**src/rclfp_pkg.sv**
```systemverilog
// ----------------------------------------------------------------------------
// RC link frame parser package
// Constants, register map, types and the CRC-8 step shared by the parser.
// ----------------------------------------------------------------------------
package rclfp_pkg;

  // Default sizing
  localparam int unsigned NUM_CHANNELS_DEF = 16;
  localparam int unsigned MAX_PAYLOAD_DEF  = 22;
  localparam int unsigned STATS_BYTES_DEF  = 10;

  // Fixed field widths and frame constants
  localparam int unsigned BYTE_W   = 8;
  localparam int unsigned CH_BITS  = 11;
  localparam int unsigned IDX_W    = 4;
  localparam int unsigned STS_W    = 2;
  localparam int unsigned MIN_LEN  = 3;
  localparam logic [7:0]  CRC_POLY = 8'hD5;

  // Unpacking bit buffer: at most CH_BITS-1 bits left plus one new byte
  localparam int unsigned BUF_W = CH_BITS + BYTE_W - 1;
  localparam int unsigned CNT_W = $clog2(BUF_W + 1);

  // APB register map
  localparam int unsigned APB_AW = 4;
  localparam int unsigned APB_DW = 32;
  localparam logic [1:0]  REG_SYNC     = 2'd0;
  localparam logic [1:0]  REG_CH_TYPE  = 2'd1;
  localparam logic [1:0]  REG_ST_TYPE  = 2'd2;
  localparam logic [1:0]  REG_ST_EN    = 2'd3;

  localparam logic [7:0] SYNC_RST    = 8'd200;
  localparam logic [7:0] CH_TYPE_RST = 8'd22;
  localparam logic [7:0] ST_TYPE_RST = 8'd20;
  localparam logic       ST_EN_RST   = 1'b1;

  // Result status codes
  typedef enum logic [STS_W-1:0] {
    ST_ERROR   = 2'd0,
    ST_CHANNEL = 2'd1,
    ST_STATS   = 2'd2
  } res_status_e;

  typedef struct packed {
    logic [7:0] sync_value;
    logic [7:0] channels_type;
    logic [7:0] stats_type;
    logic       stats_en;
  } cfg_t;

  // Controller states
  typedef enum logic [2:0] {
    S_IDLE,
    S_ERR,
    S_CH_RD,
    S_CH_LD,
    S_CH_OUT,
    S_ST_RD,
    S_ST_OUT
  } ctrl_state_e;

  // Controller to datapath
  typedef struct packed {
    logic consume;
    logic load_err;
    logic rd_chan;
    logic ld_chan;
    logic out_chan;
    logic rd_stats;
    logic out_stats;
  } dp_cmd_t;

  // Datapath to controller
  typedef struct packed {
    logic ev_err;
    logic ev_chan;
    logic ev_stats;
    logic ld_enough;
    logic out_more;
    logic chan_last;
    logic stats_last;
    logic slot_free;
  } dp_stat_t;

  // One byte of CRC-8, MSB first
  function automatic logic [7:0] crc8_update(input logic [7:0] crc, input logic [7:0] din);
    logic [7:0] c;
    c = crc ^ din;
    for (int k = 0; k < 8; k++) begin
      c = c[7] ? ((c << 1) ^ CRC_POLY) : (c << 1);
    end
    return c;
  endfunction

endpackage

```
**src/rclfp_regs.sv**
```systemverilog
// ----------------------------------------------------------------------------
// RC link frame parser configuration registers
// APB register file holding sync byte, type codes and statistics enable.
// ----------------------------------------------------------------------------
module rclfp_regs (
  input  logic                         clk_i,
  input  logic                         rst_ni,
  input  logic                         psel,
  input  logic                         penable,
  input  logic                         pwrite,
  input  logic [rclfp_pkg::APB_AW-1:0] paddr,
  input  logic [rclfp_pkg::APB_DW-1:0] pwdata,
  output logic [rclfp_pkg::APB_DW-1:0] prdata,
  output logic                         pready,
  output rclfp_pkg::cfg_t              cfg_o
);
  import rclfp_pkg::*;

  cfg_t       cfg_q, cfg_d;
  logic [1:0] reg_idx;
  logic       wr_en;

  assign pready  = 1'b1;
  assign reg_idx = paddr[APB_AW-1:2];
  assign wr_en   = psel & penable & pwrite;

  // Register write decode
  always_comb begin
    cfg_d = cfg_q;
    if (wr_en) begin
      unique case (reg_idx)
        REG_SYNC:    cfg_d.sync_value    = pwdata[7:0];
        REG_CH_TYPE: cfg_d.channels_type = pwdata[7:0];
        REG_ST_TYPE: cfg_d.stats_type    = pwdata[7:0];
        REG_ST_EN:   cfg_d.stats_en      = pwdata[0];
      endcase
    end
  end

  always_ff @(posedge clk_i or negedge rst_ni) begin
    if (!rst_ni) begin
      cfg_q.sync_value    <= SYNC_RST;
      cfg_q.channels_type <= CH_TYPE_RST;
      cfg_q.stats_type    <= ST_TYPE_RST;
      cfg_q.stats_en      <= ST_EN_RST;
    end else begin
      cfg_q <= cfg_d;
    end
  end

  // Read-back mux
  always_comb begin
    unique case (reg_idx)
      REG_SYNC:    prdata = APB_DW'(cfg_q.sync_value);
      REG_CH_TYPE: prdata = APB_DW'(cfg_q.channels_type);
      REG_ST_TYPE: prdata = APB_DW'(cfg_q.stats_type);
      REG_ST_EN:   prdata = APB_DW'(cfg_q.stats_en);
    endcase
  end

  assign cfg_o = cfg_q;

endmodule

```
**src/rclfp_ctrl.sv**
```systemverilog
// ----------------------------------------------------------------------------
// RC link frame parser controller
// Sequences byte intake, error reporting, channel unpacking and stats output.
// ----------------------------------------------------------------------------
module rclfp_ctrl (
  input  logic                clk_i,
  input  logic                rst_ni,
  input  logic                in_valid_i,
  input  rclfp_pkg::dp_stat_t stat_i,
  output logic                in_ready_o,
  output rclfp_pkg::dp_cmd_t  cmd_o
);
  import rclfp_pkg::*;

  ctrl_state_e state_q, state_d;

  always_ff @(posedge clk_i or negedge rst_ni) begin
    if (!rst_ni) begin
      state_q <= S_IDLE;
    end else begin
      state_q <= state_d;
    end
  end

  // Next state
  always_comb begin
    state_d = state_q;
    unique case (state_q)
      S_IDLE: begin
        if (in_valid_i) begin
          if (stat_i.ev_err) begin
            state_d = S_ERR;
          end else if (stat_i.ev_chan) begin
            state_d = S_CH_RD;
          end else if (stat_i.ev_stats) begin
            state_d = S_ST_RD;
          end
        end
      end
      S_ERR: begin
        if (stat_i.slot_free) state_d = S_IDLE;
      end
      S_CH_RD: state_d = S_CH_LD;
      S_CH_LD: state_d = stat_i.ld_enough ? S_CH_OUT : S_CH_RD;
      S_CH_OUT: begin
        if (stat_i.slot_free) begin
          if (stat_i.chan_last) begin
            state_d = S_IDLE;
          end else if (stat_i.out_more) begin
            state_d = S_CH_OUT;
          end else begin
            state_d = S_CH_RD;
          end
        end
      end
      S_ST_RD: state_d = S_ST_OUT;
      S_ST_OUT: begin
        if (stat_i.slot_free) state_d = stat_i.stats_last ? S_IDLE : S_ST_RD;
      end
      default: state_d = S_IDLE;
    endcase
  end

  // Outputs
  always_comb begin
    cmd_o      = '0;
    in_ready_o = 1'b0;
    unique case (state_q)
      S_IDLE: begin
        in_ready_o    = 1'b1;
        cmd_o.consume = in_valid_i;
      end
      S_ERR:    cmd_o.load_err  = stat_i.slot_free;
      S_CH_RD:  cmd_o.rd_chan   = 1'b1;
      S_CH_LD:  cmd_o.ld_chan   = 1'b1;
      S_CH_OUT: cmd_o.out_chan  = stat_i.slot_free;
      S_ST_RD:  cmd_o.rd_stats  = 1'b1;
      S_ST_OUT: cmd_o.out_stats = stat_i.slot_free;
      default:  cmd_o           = '0;
    endcase
  end

endmodule

```
**src/rclfp_dp.sv**
```systemverilog
// ----------------------------------------------------------------------------
// RC link frame parser datapath
// Frame tracking, CRC, payload memory, channel bit unpacker, result register.
// ----------------------------------------------------------------------------
module rclfp_dp #(
  parameter int unsigned NUM_CHANNELS = rclfp_pkg::NUM_CHANNELS_DEF,
  parameter int unsigned MAX_PAYLOAD  = rclfp_pkg::MAX_PAYLOAD_DEF,
  parameter int unsigned STATS_BYTES  = rclfp_pkg::STATS_BYTES_DEF
) (
  input  logic                          clk_i,
  input  logic                          rst_ni,
  input  rclfp_pkg::cfg_t               cfg_i,
  input  rclfp_pkg::dp_cmd_t            cmd_i,
  input  logic [rclfp_pkg::BYTE_W-1:0]  rx_byte_i,
  input  logic                          out_ready_i,
  output rclfp_pkg::dp_stat_t           stat_o,
  output logic                          out_valid_o,
  output logic [rclfp_pkg::STS_W-1:0]   status_o,
  output logic [rclfp_pkg::IDX_W-1:0]   item_index_o,
  output logic [rclfp_pkg::CH_BITS-1:0] value_o,
  output logic                          last_o
);
  import rclfp_pkg::*;

  localparam int unsigned AW      = $clog2(MAX_PAYLOAD);
  localparam int unsigned PW      = $clog2(MAX_PAYLOAD + 4);
  localparam int unsigned MAX_LEN = MAX_PAYLOAD + 2;

  // Frame tracking state
  logic          in_frame_q, in_frame_d;
  logic [PW-1:0] pos_q, pos_d;
  logic [PW-1:0] len_q, len_d;
  logic [7:0]    type_q, type_d;
  logic [7:0]    crc_q, crc_d;

  logic          pos_len, pos_type, pos_pay, is_end, len_bad, crc_ok, run_start;
  logic [7:0]    crc_next;

  // Payload memory
  logic [7:0]             mem_q [MAX_PAYLOAD];
  logic [MAX_PAYLOAD-1:0] vld_q;
  logic                   wr_en, rd_en;
  logic [AW-1:0]          wr_addr, rd_addr;
  logic [7:0]             rd_data_q, rd_byte;
  logic                   rd_vld_q;

  // Unpacker
  logic [AW-1:0]    rd_ptr_q, rd_ptr_d;
  logic [CNT_W-1:0] cnt_q, cnt_d;
  logic [BUF_W-1:0] buf_q, buf_d;
  logic [IDX_W-1:0] item_q, item_d;

  // Result register
  logic               out_valid_q, out_valid_d;
  logic [STS_W-1:0]   status_q, status_d;
  logic [IDX_W-1:0]   index_q, index_d;
  logic [CH_BITS-1:0] value_q, value_d;
  logic               last_q, last_d;
  logic               load_out;

  // Byte classification against the frame position
  assign pos_len  = (pos_q == '0);
  assign pos_type = (pos_q == PW'(2));
  assign pos_pay  = !pos_len && !pos_type && (pos_q <= len_q);
  assign is_end   = in_frame_q && !pos_len && !pos_type && !pos_pay;
  assign len_bad  = (rx_byte_i < 8'(MIN_LEN)) || (rx_byte_i > 8'(MAX_LEN));
  assign crc_ok   = (rx_byte_i == crc_q);
  assign crc_next = crc8_update(crc_q, rx_byte_i);

  assign stat_o.ev_err   = in_frame_q && ((pos_len && len_bad) || (is_end && !crc_ok));
  assign stat_o.ev_chan  = is_end && crc_ok && (type_q == cfg_i.channels_type);
  assign stat_o.ev_stats = is_end && crc_ok && (type_q != cfg_i.channels_type) &&
                           (type_q == cfg_i.stats_type) && cfg_i.stats_en;

  assign run_start = cmd_i.consume && (stat_o.ev_chan || stat_o.ev_stats);

  // Frame state update on each consumed byte
  always_comb begin
    in_frame_d = in_frame_q;
    pos_d      = pos_q;
    len_d      = len_q;
    type_d     = type_q;
    crc_d      = crc_q;
    if (cmd_i.consume) begin
      if (!in_frame_q) begin
        if (rx_byte_i == cfg_i.sync_value) begin
          in_frame_d = 1'b1;
          pos_d      = '0;
        end
      end else if (pos_len) begin
        if (len_bad) begin
          in_frame_d = 1'b0;
        end else begin
          len_d = PW'(rx_byte_i);
          crc_d = '0;
          pos_d = PW'(2);
        end
      end else if (pos_type) begin
        type_d = rx_byte_i;
        crc_d  = crc_next;
        pos_d  = PW'(3);
      end else if (pos_pay) begin
        crc_d = crc_next;
        pos_d = pos_q + PW'(1);
      end else begin
        in_frame_d = 1'b0;
        pos_d      = '0;
      end
    end
  end

  always_ff @(posedge clk_i or negedge rst_ni) begin
    if (!rst_ni) begin
      in_frame_q <= 1'b0;
      pos_q      <= '0;
    end else begin
      in_frame_q <= in_frame_d;
      pos_q      <= pos_d;
    end
  end

  // len and type are written before any use; crc is cleared on the length byte
  always_ff @(posedge clk_i) begin
    len_q  <= len_d;
    type_q <= type_d;
    crc_q  <= crc_d;
  end

  // Payload memory: one write port, one registered read port
  assign wr_en   = cmd_i.consume && in_frame_q && pos_pay;
  assign wr_addr = AW'(pos_q - PW'(3));
  assign rd_en   = cmd_i.rd_chan || cmd_i.rd_stats;
  assign rd_addr = cmd_i.rd_stats ? AW'(item_q) : rd_ptr_q;

  always_ff @(posedge clk_i) begin
    if (wr_en) mem_q[wr_addr] <= rx_byte_i;
    if (rd_en) begin
      rd_data_q <= mem_q[rd_addr];
      rd_vld_q  <= vld_q[rd_addr];
    end
  end

  // Entries never written read as zero
  always_ff @(posedge clk_i or negedge rst_ni) begin
    if (!rst_ni) begin
      vld_q <= '0;
    end else if (wr_en) begin
      vld_q[wr_addr] <= 1'b1;
    end
  end

  assign rd_byte = rd_vld_q ? rd_data_q : 8'd0;

  // Channel unpacker: bytes enter LSB-first, 11 bits leave per channel
  always_comb begin
    rd_ptr_d = rd_ptr_q;
    cnt_d    = cnt_q;
    buf_d    = buf_q;
    item_d   = item_q;
    if (run_start) begin
      rd_ptr_d = '0;
      cnt_d    = '0;
      buf_d    = '0;
      item_d   = '0;
    end else begin
      if (cmd_i.rd_chan) rd_ptr_d = rd_ptr_q + AW'(1);
      if (cmd_i.ld_chan) begin
        buf_d = buf_q | (BUF_W'(rd_byte) << cnt_q);
        cnt_d = cnt_q + CNT_W'(BYTE_W);
      end
      if (cmd_i.out_chan) begin
        buf_d  = buf_q >> CH_BITS;
        cnt_d  = cnt_q - CNT_W'(CH_BITS);
        item_d = item_q + IDX_W'(1);
      end
      if (cmd_i.out_stats) item_d = item_q + IDX_W'(1);
    end
  end

  always_ff @(posedge clk_i or negedge rst_ni) begin
    if (!rst_ni) begin
      rd_ptr_q <= '0;
      cnt_q    <= '0;
      buf_q    <= '0;
      item_q   <= '0;
    end else begin
      rd_ptr_q <= rd_ptr_d;
      cnt_q    <= cnt_d;
      buf_q    <= buf_d;
      item_q   <= item_d;
    end
  end

  assign stat_o.ld_enough  = (cnt_q >= CNT_W'(CH_BITS - BYTE_W));
  assign stat_o.out_more   = (cnt_q >= CNT_W'(2 * CH_BITS));
  assign stat_o.chan_last  = (item_q == IDX_W'(NUM_CHANNELS - 1));
  assign stat_o.stats_last = (item_q == IDX_W'(STATS_BYTES - 1));
  assign stat_o.slot_free  = !out_valid_q || out_ready_i;

  // Result register
  assign load_out = cmd_i.load_err || cmd_i.out_chan || cmd_i.out_stats;

  always_comb begin
    out_valid_d = out_valid_q;
    status_d    = status_q;
    index_d     = index_q;
    value_d     = value_q;
    last_d      = last_q;
    if (load_out) begin
      out_valid_d = 1'b1;
      if (cmd_i.out_chan) begin
        status_d = ST_CHANNEL;
        index_d  = item_q;
        value_d  = buf_q[CH_BITS-1:0];
        last_d   = stat_o.chan_last;
      end else if (cmd_i.out_stats) begin
        status_d = ST_STATS;
        index_d  = item_q;
        value_d  = CH_BITS'(rd_byte);
        last_d   = stat_o.stats_last;
      end else begin
        status_d = ST_ERROR;
        index_d  = '0;
        value_d  = '0;
        last_d   = 1'b1;
      end
    end else if (out_ready_i) begin
      out_valid_d = 1'b0;
    end
  end

  always_ff @(posedge clk_i or negedge rst_ni) begin
    if (!rst_ni) begin
      out_valid_q <= 1'b0;
    end else begin
      out_valid_q <= out_valid_d;
    end
  end

  always_ff @(posedge clk_i) begin
    status_q <= status_d;
    index_q  <= index_d;
    value_q  <= value_d;
    last_q   <= last_d;
  end

  assign out_valid_o  = out_valid_q;
  assign status_o     = status_q;
  assign item_index_o = index_q;
  assign value_o      = value_q;
  assign last_o       = last_q;

endmodule

```
**src/rc_link_frame_parser_core.sv**
```systemverilog
// ----------------------------------------------------------------------------
// RC link frame parser core
// Byte-serial RC link frame parser with CRC-8 (0xD5) check and result stream.
// ----------------------------------------------------------------------------
//  port group | direction | signals
//  -----------+-----------+------------------------------------------------
//  rx byte    | in        | in_valid_i / in_ready_o, rx_byte_i
//  result     | out       | out_valid_o / out_ready_i, status_o, item_index_o,
//             |           | value_o, last_o
//  config     | in        | APB: psel, penable, pwrite, paddr, pwdata, prdata
//
//  After a byte that yields no result the next byte can follow at once.
//  An error result waits for a free result slot before the next byte is taken.
//  A channel frame end does one payload memory read and one unpack step per byte
//  and one output step per channel; a stats frame end does one read and one
//  output per stats byte. A stalled result holds the sequence in place.
//  Reset is asynchronous, active low; no clearing pass is needed.
// ----------------------------------------------------------------------------
module rc_link_frame_parser_core #(
  parameter int unsigned NUM_CHANNELS = rclfp_pkg::NUM_CHANNELS_DEF,
  parameter int unsigned MAX_PAYLOAD  = rclfp_pkg::MAX_PAYLOAD_DEF,
  parameter int unsigned STATS_BYTES  = rclfp_pkg::STATS_BYTES_DEF
) (
  input  logic                          clk_i,
  input  logic                          rst_ni,
  // byte input
  input  logic                          in_valid_i,
  output logic                          in_ready_o,
  input  logic [rclfp_pkg::BYTE_W-1:0]  rx_byte_i,
  // result output
  output logic                          out_valid_o,
  input  logic                          out_ready_i,
  output logic [rclfp_pkg::STS_W-1:0]   status_o,
  output logic [rclfp_pkg::IDX_W-1:0]   item_index_o,
  output logic [rclfp_pkg::CH_BITS-1:0] value_o,
  output logic                          last_o,
  // configuration
  input  logic                          psel,
  input  logic                          penable,
  input  logic                          pwrite,
  input  logic [rclfp_pkg::APB_AW-1:0]  paddr,
  input  logic [rclfp_pkg::APB_DW-1:0]  pwdata,
  output logic [rclfp_pkg::APB_DW-1:0]  prdata,
  output logic                          pready
);
  import rclfp_pkg::*;

  cfg_t     cfg;
  dp_cmd_t  cmd;
  dp_stat_t stat;

  rclfp_regs u_regs (
    .clk_i   (clk_i),
    .rst_ni  (rst_ni),
    .psel    (psel),
    .penable (penable),
    .pwrite  (pwrite),
    .paddr   (paddr),
    .pwdata  (pwdata),
    .prdata  (prdata),
    .pready  (pready),
    .cfg_o   (cfg)
  );

  rclfp_ctrl u_ctrl (
    .clk_i      (clk_i),
    .rst_ni     (rst_ni),
    .in_valid_i (in_valid_i),
    .stat_i     (stat),
    .in_ready_o (in_ready_o),
    .cmd_o      (cmd)
  );

  rclfp_dp #(
    .NUM_CHANNELS (NUM_CHANNELS),
    .MAX_PAYLOAD  (MAX_PAYLOAD),
    .STATS_BYTES  (STATS_BYTES)
  ) u_dp (
    .clk_i        (clk_i),
    .rst_ni       (rst_ni),
    .cfg_i        (cfg),
    .cmd_i        (cmd),
    .rx_byte_i    (rx_byte_i),
    .out_ready_i  (out_ready_i),
    .stat_o       (stat),
    .out_valid_o  (out_valid_o),
    .status_o     (status_o),
    .item_index_o (item_index_o),
    .value_o      (value_o),
    .last_o       (last_o)
  );

endmodule

```
**config.mk**
```make
export PLATFORM = sky130hd
export DESIGN_NAME = rc_link_frame_parser_core
export DESIGN_NICKNAME = d
export VERILOG_FILES = /design/src/rclfp_pkg.sv /design/src/rclfp_regs.sv /design/src/rclfp_ctrl.sv /design/src/rclfp_dp.sv /design/src/rc_link_frame_parser_core.sv
export SDC_FILE = /design/constraint.sdc
export NUM_CORES = 1
export LEC_CHECK = 0
export BUFFER_PORTS_ARGS = -buffer_cell sky130_fd_sc_hd__clkbuf_2
export CAP_MARGIN = 10
export CORE_MARGIN = 3
export CORE_UTILIZATION = 55
export CTS_CLUSTER_SIZE = 30
export DETAILED_ROUTE_END_ITERATION = 10
export GPL_TIMING_DRIVEN = 1
export HOLD_SLACK_MARGIN = 0.05
export PLACE_DENSITY = 0.75
export SYNTH_ARGS = -nofsm -noshare
export SYNTH_HDL_FRONTEND = slang
export SYNTH_SLANG_ARGS = --single-unit
```
**constraint.sdc**
```tcl
create_clock -name clk_i -period 3.2 [get_ports clk_i]
set_clock_uncertainty 0.05 [all_clocks]
set_input_delay 0.32 -clock clk_i [delete_from_list [all_inputs] [get_ports clk_i]]
set_output_delay 0.32 -clock clk_i [all_outputs]
set_load 0.02 [all_outputs]
```
==> reports/summary.txt <==
Outcome: finished clean
Max Cap Violations: 0
P_int: 9.466 mW
Syn-to-layout area delta: 14.21%
R2r endpoint: u_dp.mem_q[7][3]
GRT Util Overall: 23.09%
Final Non-Filler Cells: 1614
Initial DRC Count: 914
WL final: 32710 µm
N_diodes: 0
Routed len/inst: 20.27 µm
Total congestion overflow: 0
Avg Inst Size Synth: 12.72 µm²
Synth area leaders: edfxtp_1 46%, dfrtp_1 14%, mux2i_1 5.1%
Synth Area in Adders: 1.714%
Net Sw Frac: 34.82%
Filler cells: 1901
Largest net degree at the start of global routing: 64
First-pass GRT wire length: 51940 µm
Initial Utilization: 56.03%
Reg2Reg Depth: 8
Ys flop type: edfxtp_1
RSZ-0062 raised after global routing: false
Tmin final: 2864 ps
CTS resizes: 0
Ys Warns: 0
Reg clk slew, reported paths: 60 ps
Sink of the worst hold path: u_dp.mem_q[17][6]
Vias: 9502
Layout cell share with drive strength beyond 1: 20.72%
Top cell type's share of synthesized area: 46.07%
Clock root cell: clkbuf_16
Postcts setup bufs: 0
Mux contribution to synthesized area: 10.40%
Cell Pwr Density: 871.0 mW/mm²
GRT Max-Usage Layer: met2
Drt via density: 5.887
Post-synth EDFFs: 224
R2R Setup Slk: 340 ps
Die X: 168.9 µm
Sink Count: 313
Max-slew headroom: 45.82%
Via count of the first global-routing pass: 9367
GRT met1 Usage: 32.29%
Worst setup EP type: flop
Final setup fails: 0
Multi-input gate area: 0.005192 mm²
HP Start: rx_byte_i[6]
Leak: 6.440 nW
Max Slew Vio Count: 0
Post-synthesis cell area: 0.01460 mm²
Met3 Resource Use GR: 3.830%
Yosys reg bits: 313
CTS H-Tree Depth: 2
Synth area leader: edfxtp_1
Worst min path class: input pin to flop
Logic pwr share: 35.1%
Fmax: 0.3492 GHz
Largest buffer count on any clock path: 3
Die Ht: 168.9 µm
Slew @ Worst Pin: 806.6 ps
I/O pins: 104
Cell count after synthesis: 1148
Hold-fix buffers, CTS: 9
Setup TNS: 0 ps
Final hold violation count: 0
Worst Path Required: 3350 ps
Total chip power: 14.52 mW
Critical Path Fanout Max: 9
TritonCTS clock tree: done
Post-synthesis compound-gate area fraction: 7.079%
Clk Latency, worst-skew pair: 510 ps
Reg area: 0.008965 mm²
Port bufs: 52
FF-to-FF Start: u_dp.pos_q[1]
Clock group share of total power: 27.1%
Critical path type: flop to flop
Sw Pwr: 5.057 mW
Largest family of logic cells by synthesized area: simple AND/OR/NAND/NOR gates
Fin nets: 1325
Die ar.: 0.02854 mm²
Post-Synth XOR/XNOR Area: 3.659%
Routed Antenna Nets: 0
CTS buffer count: 34
Most frequent cells in the layout: 224 x edfxtp_1, 141 x nand2_1, 80 x dfrtp_1, 76 x nor2_1, 73 x mux2i_1
HPWL Detailed: 21400 µm
Simple-Gate Fraction of Synth Area: 11.86%
Register area share after synthesis: 61.40%
Commonest non-fill, non-tap cell in the layout: edfxtp_1
Placer congestion estimate: 0.8820
Hold Path Depth: 1
Library cells used by synthesis: 72
WHS: 113.2 ps
Tcrit/Tclk final: 89.50%
Register share of total power: 37.8%
CP Data Arrival Time: 3010 ps
Total core area: 0.02606 mm²
FFs w/ async S/R, synth: 28.43%
Met2 usage: 37.12%
DRC viols: 0
CP Launch Type: flop
VDD IR max: 0.0006401 V
Placed insts: 1544
Initial antenna violation count: 0
FP Rows: 59
Drt pass-1 iters: 5
## cell usage after synthesis (7+ instances only)
library cell    n
nand4_1         9
nand3_1        43
inv_1          20
a22oi_1         8
o21ai_0        34
xnor2_1        31
buf_4          30
ha_1           20
a21oi_1        35
nor2b_1        10
buf_2           9
and2_1         12
a22o_1          8
a21oi_2         7
xor2_1         30
dfrtp_1        80
and3_1         10
a31oi_1        10
nor3_1         21
mux4_2         18
nor2_1         76
edfxtp_1      224
mux2_2         31
or2_2          18
nand2_1       141
dfstp_2         9
mux2i_1        75
clkbuf_1       32
## power groups by stage
stage	combinational (mW)	sequential, mW	clock, mW
finish	5.09	5.49	3.94
global route	5.56	5.56	4.14
CTS	5.07	5.49	4.00
detailed placement	5.03	5.56	0
global placement	4.93	5.54	0
floorplan	3.73	5.45	0
## stage by stage
step	area (µm²)	setup slack (ps)	util, %
2_1_floorplan	14690	211.2	-
3_3_place_gp	15450	412.4	59.31
3_5_place_dp	15450	340.9	59.31
4_1_cts	16670	336.4	63.99
5_1_grt	16670	123.7	63.99
6_report	16670	336.2	63.99
## cell type report
class,instances,share of cell area (%)
Multi-Input combinational cell,756,31.14
Timing Repair Buffer,127,5.313
Clock buffer,47,5.898
Clock inverter,14,0.8779
Sequential cell,313,53.76
Inverter,22,0.4952
Tap cell,335,2.514
## worst max-delay path: stages, from the launching register on
cell and delay [ps]:
dfrtp_1 470, ha_1 310, nand4_1 90, or2_2 310
and2_1 220, nor3b_2 370, nand2_1 240, nor3_1 230
buf_4 260
## cells by family (layout without fill, tap and decap cells)
kind of cell    count (synthesis)  after routing
fa+ha+maj                      20             20
xor+xnor                       61             61
mux                           125            125
other cells                     2             25
simple gates                  371            371
buf+inv                       102            210
flops                         313            313
compound gates                154            154
## worst max-delay path by stage
stage               cells after the start     startpoint           endpoint
floorplan                               8  u_dp.pos_q[0]  u_dp.mem_q[21][0]
global placement                        8  u_dp.pos_q[1]   u_dp.mem_q[2][3]
detailed placement                      8  u_dp.pos_q[1]  u_dp.mem_q[21][0]
CTS                                     8  u_dp.pos_q[1]  u_dp.mem_q[21][1]
global route                            8  u_dp.pos_q[1]   u_dp.mem_q[2][7]
finish                                  8  u_dp.pos_q[1]   u_dp.mem_q[7][3]
## per-layer routing
layer	up-vias	part of all wire (%)	wire length, µm
li1	4375	-	-
met1	4709	43	13950
met5	-	0	0
met3	73	5.8	1898
met2	345	48	15790
met4	0	3.3	1072
## registers in the layout (all words and copies together), names as in the netlist, 5 cells and up
register and cells:
u_dp.pos_q 5, u_dp.rd_ptr_q 5, u_dp.vld_q 22, u_dp.len_q 5, u_dp.type_q 8, u_dp.mem_q 176, u_dp.crc_q 8, u_dp.rd_data_q 8
u_dp.buf_q 18, u_regs.cfg_o 25, u_dp.value_o 11, u_dp.cnt_q 5
Note: power is estimated with default switching activity, not from simulation.
